--- src/hdl/frame_replacement_order_list_macros.svh ---
// Assertion macros used by the checked module.
`ifndef FRAME_REPLACEMENT_ORDER_LIST_MACROS_SVH
`define FRAME_REPLACEMENT_ORDER_LIST_MACROS_SVH

// Same-cycle implication, disabled while reset is held.
`define FRL_ASSERT_NOW(lbl, ante, cons, msg) \
    lbl: assert property (@(posedge i_clk) disable iff (!i_rst_n) (ante) |-> (cons)) \
        else $error(msg);

// Next-cycle implication, disabled while reset is held.
`define FRL_ASSERT_NEXT(lbl, ante, cons, msg) \
    lbl: assert property (@(posedge i_clk) disable iff (!i_rst_n) (ante) |=> (cons)) \
        else $error(msg);

`endif

--- src/hdl/frl_pkg.sv ---
package frl_pkg;

    localparam int MAX_FRAMES = 64;
    localparam int ADDR_W     = $clog2(MAX_FRAMES);
    localparam int CNT_W      = $clog2(MAX_FRAMES + 1);
    localparam int CFG_W      = 7;
    localparam int PID_W      = 16;
    localparam int PAGE_W     = 10;
    localparam int FRAME_W    = 6;
    localparam int ENTRY_W    = PID_W + PAGE_W + FRAME_W;

    typedef enum logic [1:0] {
        REQ_LOAD    = 2'd0,
        REQ_REPLACE = 2'd1,
        REQ_TOUCH   = 2'd2,
        REQ_REMOVE  = 2'd3
    } t_req;

    typedef enum logic [1:0] {
        ST_OK         = 2'd0,
        ST_LOAD_FULL  = 2'd1,
        ST_REPL_EMPTY = 2'd2
    } t_status;

    typedef enum logic [2:0] {
        S_IDLE,
        S_RD,
        S_CMP,
        S_SH_RD,
        S_SH_WR,
        S_TAIL,
        S_DONE
    } t_state;

endpackage

--- src/hdl/frl_ram.sv ---
module frl_ram #(
    parameter int WIDTH = 32,
    parameter int DEPTH = 64
) (
    input  logic                     i_clk,
    input  logic                     i_we,
    input  logic [$clog2(DEPTH)-1:0] i_waddr,
    input  logic [WIDTH-1:0]         i_wdata,
    input  logic [$clog2(DEPTH)-1:0] i_raddr,
    output logic [WIDTH-1:0]         o_rdata
);

    logic [WIDTH-1:0] r_mem [DEPTH];
    logic [WIDTH-1:0] r_rdata;

    always_ff @(posedge i_clk) begin
        if (i_we) begin
            r_mem[i_waddr] <= i_wdata;
        end
        r_rdata <= r_mem[i_raddr];
    end

    assign o_rdata = r_rdata;

endmodule

--- src/hdl/frame_replacement_order_list.sv ---
// Ordered list of up to 64 resident frames, oldest at the head, held in a single-port-write,
// registered-read RAM. A request is taken when start is high and busy is low; its result
// appears on the o_ ports for exactly one cycle with o_result_valid high and cannot be held
// off. A replace, touch or remove walks the list through one compare unit, one RAM read at
// a time. A load that is stored goes straight to the tail write and then the result; a load
// on a full list and a replace, touch or remove on an empty list go straight to the result.
// A replace, touch or remove that matches scans up to the match, then reads and writes each
// entry behind it one place toward the head, then takes the tail step (a write for replace
// and touch, a count update for remove) and the result. A touch or remove that finds
// nothing scans the whole list and then gives the result.
// The frame count register has its own channel, which is always ready; write it only while
// no request is in flight. Values of 0 act as 1 and values above 64 act as 64.
module frame_replacement_order_list
    import frl_pkg::*;
(
    input  logic               i_clk,
    input  logic               i_rst_n,
    input  logic               start,
    output logic               busy,
    input  logic [1:0]         i_req_type,
    input  logic [PID_W-1:0]   i_proc_id,
    input  logic [PAGE_W-1:0]  i_page_num,
    input  logic [FRAME_W-1:0] i_frame_num,
    input  logic               i_cfg_valid,
    output logic               o_cfg_ready,
    input  logic [CFG_W-1:0]   i_cfg_data,
    output logic               o_result_valid,
    output logic [FRAME_W-1:0] o_victim_frame,
    output logic [PID_W-1:0]   o_victim_pid,
    output logic [PAGE_W-1:0]  o_victim_page,
    output logic               o_found,
    output logic               o_list_full,
    output logic [CNT_W-1:0]   o_entry_count,
    output logic [1:0]         o_status
);

    `include "frame_replacement_order_list_macros.svh"

    t_state              r_state, n_state;
    logic [CNT_W-1:0]    r_idx, n_idx;
    logic [CNT_W-1:0]    r_count, n_count;
    logic [CFG_W-1:0]    r_frame_count;
    t_req                r_req, n_req;
    logic [PID_W-1:0]    r_pid, n_pid;
    logic [PAGE_W-1:0]   r_page, n_page;
    logic [FRAME_W-1:0]  r_frame, n_frame;
    logic [ENTRY_W-1:0]  r_hit, n_hit;
    logic [FRAME_W-1:0]  r_victim_frame, n_victim_frame;
    logic [PID_W-1:0]    r_victim_pid, n_victim_pid;
    logic [PAGE_W-1:0]   r_victim_page, n_victim_page;
    logic                r_found, n_found;
    t_status             r_status, n_status;

    logic                ram_we;
    logic [ADDR_W-1:0]   ram_waddr;
    logic [ENTRY_W-1:0]  ram_wdata;
    logic [ADDR_W-1:0]   ram_raddr;
    logic [ENTRY_W-1:0]  ram_rdata;

    logic [CNT_W-1:0]    w_cap;
    logic [CNT_W-1:0]    w_idx_inc;
    logic [CNT_W-1:0]    w_idx_inc2;
    logic [CNT_W-1:0]    w_last;
    logic [ENTRY_W-1:0]  w_key;
    logic [ENTRY_W-1:0]  w_mask;
    logic                w_match;

    frl_ram #(
        .WIDTH(ENTRY_W),
        .DEPTH(MAX_FRAMES)
    ) u_ram (
        .i_clk  (i_clk),
        .i_we   (ram_we),
        .i_waddr(ram_waddr),
        .i_wdata(ram_wdata),
        .i_raddr(ram_raddr),
        .o_rdata(ram_rdata)
    );

    always_comb begin
        if (r_frame_count == '0) begin
            w_cap = CNT_W'(1);
        end else if (r_frame_count > CFG_W'(MAX_FRAMES)) begin
            w_cap = CNT_W'(MAX_FRAMES);
        end else begin
            w_cap = CNT_W'(r_frame_count);
        end
    end

    assign w_idx_inc  = r_idx + CNT_W'(1);
    assign w_idx_inc2 = r_idx + CNT_W'(2);
    assign w_last     = r_count - CNT_W'(1);

    // The one comparator: a replace masks everything off so the head always matches,
    // a touch compares pid and page, a remove compares the frame.
    always_comb begin
        unique case (r_req)
            REQ_TOUCH: begin
                w_key  = {r_pid, r_page, {FRAME_W{1'b0}}};
                w_mask = {{(PID_W + PAGE_W){1'b1}}, {FRAME_W{1'b0}}};
            end
            REQ_REMOVE: begin
                w_key  = {{(PID_W + PAGE_W){1'b0}}, r_frame};
                w_mask = {{(PID_W + PAGE_W){1'b0}}, {FRAME_W{1'b1}}};
            end
            REQ_LOAD, REQ_REPLACE: begin
                w_key  = '0;
                w_mask = '0;
            end
        endcase
    end

    assign w_match = (((ram_rdata ^ w_key) & w_mask) == '0);

    always_comb begin
        n_state        = r_state;
        n_idx          = r_idx;
        n_count        = r_count;
        n_req          = r_req;
        n_pid          = r_pid;
        n_page         = r_page;
        n_frame        = r_frame;
        n_hit          = r_hit;
        n_victim_frame = r_victim_frame;
        n_victim_pid   = r_victim_pid;
        n_victim_page  = r_victim_page;
        n_found        = r_found;
        n_status       = r_status;
        ram_we         = 1'b0;
        ram_waddr      = r_idx[ADDR_W-1:0];
        ram_wdata      = r_hit;
        ram_raddr      = r_idx[ADDR_W-1:0];

        unique case (r_state)
            S_IDLE: begin
                if (start) begin
                    n_req          = t_req'(i_req_type);
                    n_pid          = i_proc_id;
                    n_page         = i_page_num;
                    n_frame        = i_frame_num;
                    n_idx          = '0;
                    n_found        = 1'b0;
                    n_status       = ST_OK;
                    n_victim_frame = '0;
                    n_victim_pid   = '0;
                    n_victim_page  = '0;
                    unique case (t_req'(i_req_type))
                        REQ_LOAD: begin
                            if (r_count >= w_cap) begin
                                n_status = ST_LOAD_FULL;
                                n_state  = S_DONE;
                            end else begin
                                n_state = S_TAIL;
                            end
                        end
                        REQ_REPLACE: begin
                            if (r_count == '0) begin
                                n_status = ST_REPL_EMPTY;
                                n_state  = S_DONE;
                            end else begin
                                n_state = S_RD;
                            end
                        end
                        REQ_TOUCH, REQ_REMOVE: begin
                            n_state = (r_count == '0) ? S_DONE : S_RD;
                        end
                    endcase
                end
            end
            S_RD: begin
                n_state = S_CMP;
            end
            S_CMP: begin
                if (w_match) begin
                    n_hit = ram_rdata;
                    if (r_req == REQ_REPLACE) begin
                        n_victim_pid   = ram_rdata[ENTRY_W-1 -: PID_W];
                        n_victim_page  = ram_rdata[FRAME_W +: PAGE_W];
                        n_victim_frame = ram_rdata[FRAME_W-1:0];
                    end else begin
                        n_found = 1'b1;
                    end
                    n_state = (w_idx_inc < r_count) ? S_SH_RD : S_TAIL;
                end else begin
                    n_idx   = w_idx_inc;
                    n_state = (w_idx_inc < r_count) ? S_RD : S_DONE;
                end
            end
            S_SH_RD: begin
                ram_raddr = w_idx_inc[ADDR_W-1:0];
                n_state   = S_SH_WR;
            end
            S_SH_WR: begin
                // The entry behind the gap moves one place toward the head.
                ram_we    = 1'b1;
                ram_waddr = r_idx[ADDR_W-1:0];
                ram_wdata = ram_rdata;
                n_idx     = w_idx_inc;
                n_state   = (w_idx_inc2 < r_count) ? S_SH_RD : S_TAIL;
            end
            S_TAIL: begin
                unique case (r_req)
                    REQ_LOAD: begin
                        ram_we    = 1'b1;
                        ram_waddr = r_count[ADDR_W-1:0];
                        ram_wdata = {r_pid, r_page, r_frame};
                        n_count   = r_count + CNT_W'(1);
                    end
                    REQ_REPLACE: begin
                        ram_we    = 1'b1;
                        ram_waddr = w_last[ADDR_W-1:0];
                        ram_wdata = {r_pid, r_page, r_hit[FRAME_W-1:0]};
                    end
                    REQ_TOUCH: begin
                        ram_we    = 1'b1;
                        ram_waddr = w_last[ADDR_W-1:0];
                        ram_wdata = r_hit;
                    end
                    REQ_REMOVE: begin
                        n_count = w_last;
                    end
                endcase
                n_state = S_DONE;
            end
            S_DONE: begin
                n_state = S_IDLE;
            end
        endcase
    end

    always_ff @(posedge i_clk) begin
        if (!i_rst_n) begin
            r_state       <= S_IDLE;
            r_count       <= '0;
            r_frame_count <= CFG_W'(MAX_FRAMES);
        end else begin
            r_state <= n_state;
            r_count <= n_count;
            if (i_cfg_valid && o_cfg_ready) begin
                r_frame_count <= i_cfg_data;
            end
        end
    end

    always_ff @(posedge i_clk) begin
        r_idx          <= n_idx;
        r_req          <= n_req;
        r_pid          <= n_pid;
        r_page         <= n_page;
        r_frame        <= n_frame;
        r_hit          <= n_hit;
        r_victim_frame <= n_victim_frame;
        r_victim_pid   <= n_victim_pid;
        r_victim_page  <= n_victim_page;
        r_found        <= n_found;
        r_status       <= n_status;
    end

    assign busy           = (r_state != S_IDLE);
    assign o_cfg_ready    = 1'b1;
    assign o_result_valid = (r_state == S_DONE);
    assign o_victim_frame = r_victim_frame;
    assign o_victim_pid   = r_victim_pid;
    assign o_victim_page  = r_victim_page;
    assign o_found        = r_found;
    assign o_list_full    = (r_count >= w_cap);
    assign o_entry_count  = r_count;
    assign o_status       = r_status;

    `FRL_ASSERT_NOW(a_count_bound, 1'b1, r_count <= CNT_W'(MAX_FRAMES), "entry count overflow")
    `FRL_ASSERT_NEXT(a_single_strobe, o_result_valid, !o_result_valid && !busy, "strobe too long")
    `FRL_ASSERT_NOW(a_full_on_reject, o_result_valid && (o_status == ST_LOAD_FULL), o_list_full, "bad reject")
    `FRL_ASSERT_NOW(a_shift_in_range, r_state == S_SH_WR, w_idx_inc < r_count, "shift beyond list end")

endmodule

--- config.mk ---
export PLATFORM = sky130hd
export DESIGN_NAME = frame_replacement_order_list
export DESIGN_NICKNAME = d
export VERILOG_FILES = /design/src/hdl/frl_pkg.sv /design/src/hdl/frl_ram.sv /design/src/hdl/frame_replacement_order_list.sv
export VERILOG_INCLUDE_DIRS = /design/src /design/src/hdl
export SDC_FILE = /design/constraint.sdc
export NUM_CORES = 2
export LEC_CHECK = 0
export BUFFER_PORTS_ARGS = -buffer_cell sky130_fd_sc_hd__buf_4
export CAP_MARGIN = 25
export CORE_MARGIN = 2
export CORE_UTILIZATION = 55
export DETAILED_ROUTE_END_ITERATION = 6
export GPL_TIMING_DRIVEN = 0
export PLACE_DENSITY = 0.8
export SLEW_MARGIN = 20
export SYNTH_ARGS = -nofsm -noshare
export SYNTH_HDL_FRONTEND = slang
export SYNTH_SLANG_ARGS = --single-unit
--- constraint.sdc ---
create_clock -name i_clk -period 5.1 [get_ports i_clk]
set_input_delay 0.51 -clock i_clk [delete_from_list [all_inputs] [get_ports i_clk]]
set_output_delay 0.51 -clock i_clk [all_outputs]
set_load 0.01 [all_outputs]
==> results.cfg <==
[outcome]
status = finished with violations
violations = DRC, setup timing

[sta]
period_share = 1.060
slew_violations = 0
fin_crit_ps = 5405
max_freq_mhz = 185.0
setup_tns_ps = -2279
hold_viol = 0
setup_viol = 14
holdWs_ps = 125.4
max_slew_margin = 0.1336
worst_pin_slew_ps = 1292
layout_setup_ws_ps = -304.8
worst_clock_skew_ps = 27.90

[global_route]
grt_max_degree = 65
antenna_found_initial = 13
grt_first_pass_wirelength_um = 352500
gr-total-overflow = 0
first_global_vias = 48520
grtUsageTotal = 0.3154

[critical_path]
r2r_slack_ps = -300
crit_required_ps = 5720
cp_cell_sequence = ha_1, nand4b_1, xnor2_1, buf_4, buf_2, buf_2, mux4_2, mux2i_1, o21ai_0, a22oi_1, nand4_1
cp_common_cell = buf_2
worstReg2RegEnd = u_ram.o_rdata[7]
path_class = register to register
critPathCaptureType = register
arrival_ps = 6020
r2r.worst_path.cells = 11
cp-start-kind = register
cp_max_fo = 10
slowest_delay_ps = 1020
worstReg2RegStart = r_idx[1]
worst_path_max_delay_cell = a22oi_1

[logic_synthesis]
ys_seq_area_frac = 0.7667
synth_xor_area_frac = 0.003488
yosys.cell_types.count = 69
synthMuxAreaShare = 0.1226
synth_compound_area_frac = 0.03706
syn_nets = 4564
ys_async_sr_fraction = 0
yosys.area_share.simple = 0.05051
synthAdderAreaFrac = 0.004233
postSynthAreaPerCell_um2 = 19.09
synth_cells = 4490
synth_ff_type = edfxtp_1
synth_seq_cells = 2205
synth_edf_count = 2156
netlist_area_mm2 = 0.08573
yosysWarnings = 0
synth_top_family_by_area = multiplexers

[clock_network]
cts.sinks = 2205
clock_path_buffers = 3
clock_latency_ps = 850
cts_made_buffers = 199
path_clk_slew_ps = 60
htree_levels = 4
clock-root-buffer = clkbuf_16
cts_tree = built

[final_layout]
nets = 5007
final_layout_size_suffix_gt1_frac = 0.2273
area_growth_pct = 15.53
fin_cells = 7155

[floorplanning]
io_pins = 91
core-area_mm2 = 0.1544
die_w_um = 398.8
die_area_mm2 = 0.1590
chipHeight_um = 398.8
initial_core_util = 0.5552
rows = 144

[detailed_routing]
route.vias.total = 49930
drc = 62
initialDrtViolationCount = 9015
vias_per_cell = 6.978
route.final.wire_length_um = 252900
dr.pass1.iters = 7
wire_per_inst_um = 35.34
drtAntennaViolNets = 0

[pwr]
power.density_mw_per_mm2 = 631.0
max-vdd-ir-drop_v = 0.0004813
power_mw = 62.49
cellLeakagePower_nw = 31.76

[hold_path]
hold_end = r_state[0]
whs_path_depth = 3
min_from = start
hold_class = input port to register

[placement]
place.gp.congestion = 0.9946
dp.cells = 6729
pre_cts_slack_ps = 104.2
numPortBuffers = 88
post-dp-hpwl_um = 155500

[run]
drv_cap = 0
## report_power, final
group          total [mW]  switching (mW)  internal (mW)
sequential           24.1           0.550           23.6
combinational        23.2            16.0           7.18
clock                15.2            6.70           8.45
total                62.5            23.3           39.2
## cells by family (layout without fill, tap and decap cells)
group	Yosys count	in the layout
AO/OA/AOI/OAI	455	455
XOR/XNOR	32	32
adder cells (fa/ha/maj)	29	29
buffers and inverters	277	891
flip-flops	2205	2205
multiplexers	527	527
other	1	8
AND/OR/NAND/NOR	964	964
## worst max-delay path by stage
stage,depth (start not counted),endpoint,startpoint
final,11,u_ram.o_rdata[7],r_idx[1]
after global routing,10,u_ram.o_rdata[15],r_idx[1]
after CTS,10,u_ram.o_rdata[16],r_idx[1]
after detailed placement,11,u_ram.o_rdata[9],r_idx[1]
after global placement,7,u_ram.r_mem[4][4],r_req[0]
after floorplan,7,u_ram.r_mem[0][1],r_req[0]
## timing repair
action | in CTS | in global routing
gates cloned | 0 | 0
buffers inserted | 0 | 0
hold endpoints to repair | 44 | 0
hold buffers | 44 | 0
setup endpoints to repair | 1 | 8
gates resized for setup | 1 | 10
## synth_stat cells, types with 4 or more instances
| cell | instances | area share |
|---|---|---|
| edfxtp_1 | 2156 | 0.76 |
| mux4_2 | 418 | 0.11 |
| nand2_1 | 380 | 0.017 |
| nor2_1 | 224 | 0.0098 |
| nand3_1 | 121 | 0.0071 |
| clkbuf_1 | 109 | 0.0048 |
| mux2i_1 | 107 | 0.012 |
| a22oi_1 | 102 | 0.0089 |
| buf_2 | 85 | 0.0050 |
| o21ai_0 | 71 | 0.0041 |
| nand4_1 | 63 | 0.0046 |
| nor3_1 | 63 | 0.0037 |
| a21oi_1 | 51 | 0.0030 |
| a221oi_1 | 50 | 0.0051 |
| dfxtp_1 | 49 | 0.011 |
| a31oi_1 | 43 | 0.0031 |
| and3_1 | 40 | 0.0029 |
| buf_4 | 30 | 0.0026 |
| ha_1 | 29 | 0.0042 |
| inv_1 | 29 | 0.0013 |
| o211ai_1 | 29 | 0.0025 |
| a32oi_1 | 26 | 0.0027 |
| o22ai_1 | 25 | 0.0018 |
| xnor2_1 | 21 | 0.0021 |
| nor2b_1 | 17 | 0.0012 |
| buf_1 | 16 | 0.00070 |
| nor4_1 | 14 | 0.0010 |
| a21o_1 | 11 | 0.00096 |
| nand2b_1 | 10 | 0.00073 |
| xor2_1 | 10 | 0.0010 |
| and2_1 | 9 | 0.00066 |
| o32ai_1 | 9 | 0.00092 |
| a21boi_0 | 7 | 0.00061 |
| buf_6 | 7 | 0.00092 |
| a211o_1 | 5 | 0.00051 |
| a31o_2 | 5 | 0.00051 |
| nor4bb_1 | 4 | 0.00047 |
## worst max-delay path: cells and delay by family (launching register included)
kind                       cells  cell delay [ps]
DFF                            1              490
buffers and inverters          3             1370
muxes                          2              550
and+or+nand+nor                2              640
AOI/OAI and AO/OA              2             1430
xor gates and xnor gates       1              320
adders and majority gates      1              370
## cell type report
class,count,area (µm²)
flip-flops and latches,2205,65720
fillers,9475,55370
multi-input cells,2008,19500
clock buffers,249,5311
repair buffers,242,3408
well taps,2044,2557
plain buffers,248,1216
clock inverters,123,1194
inverters,29,108.9
diodes,7,17.52
## sequential cells by signal, indices dropped and copies added (netlist names)
name            count
o_victim_pid       16
r_frame             6
r_frame_count       7
r_idx               7
r_hit              32
o_victim_page      10
o_entry_count       7
u_ram.o_rdata      32
o_victim_frame      6
u_ram.r_mem      2048
o_status            2
o_found             1
r_page             10
r_state             3
r_req               2
r_pid              16
## metrics by stage
| stage | util | area (µm²) |
|---|---|---|
| after floorplan | - | 85730 |
| after global placement | 0.5760 | 88940 |
| after detailed placement | 0.5956 | 91970 |
| after CTS | 0.6406 | 98920 |
| after global routing | 0.6413 | 99020 |
| final | 0.6414 | 99040 |
## layout by cell type (no fill, tap or decap), types with 13 or more instances in the layout
cell type and count:
a32oi_1 26, buf_16 23, buf_4 120, a31oi_1 43, nand3_1 121, buf_2 87, o21ai_0 65, ha_1 29
dfxtp_1 49, a21oi_1 51, dlygate4sd3_1 44, nor2_4 64, buf_12 78, nor2b_1 17, nor4_1 13, a22oi_1 97
nor2_1 159, mux2i_1 107, nand2_4 21, edfxtp_1 2156, buf_1 14, a221oi_1 44, o22ai_1 25, clkinv_1 42
clkbuf_16 202, nor3_1 63, inv_1 29, mux4_2 418, nand4_1 63, xnor2_1 19, bufinv_16 21, o211ai_1 29
clkbuf_1 148, and3_1 39, nand2_1 354, clkinv_2 38
## metal layers
layer,vias to the layer above,global-route usage,routed length (µm),part of all wire
met5,-,0.0006053,101,0.00040
met4,8,0.1773,17160,0.068
met3,866,0.1004,37040,0.15
met2,4754,0.4778,115300,0.46
met1,25060,0.4068,83240,0.33
li1,19240,-,-,-
No activity file was read; power rests on OpenSTA's default activity.
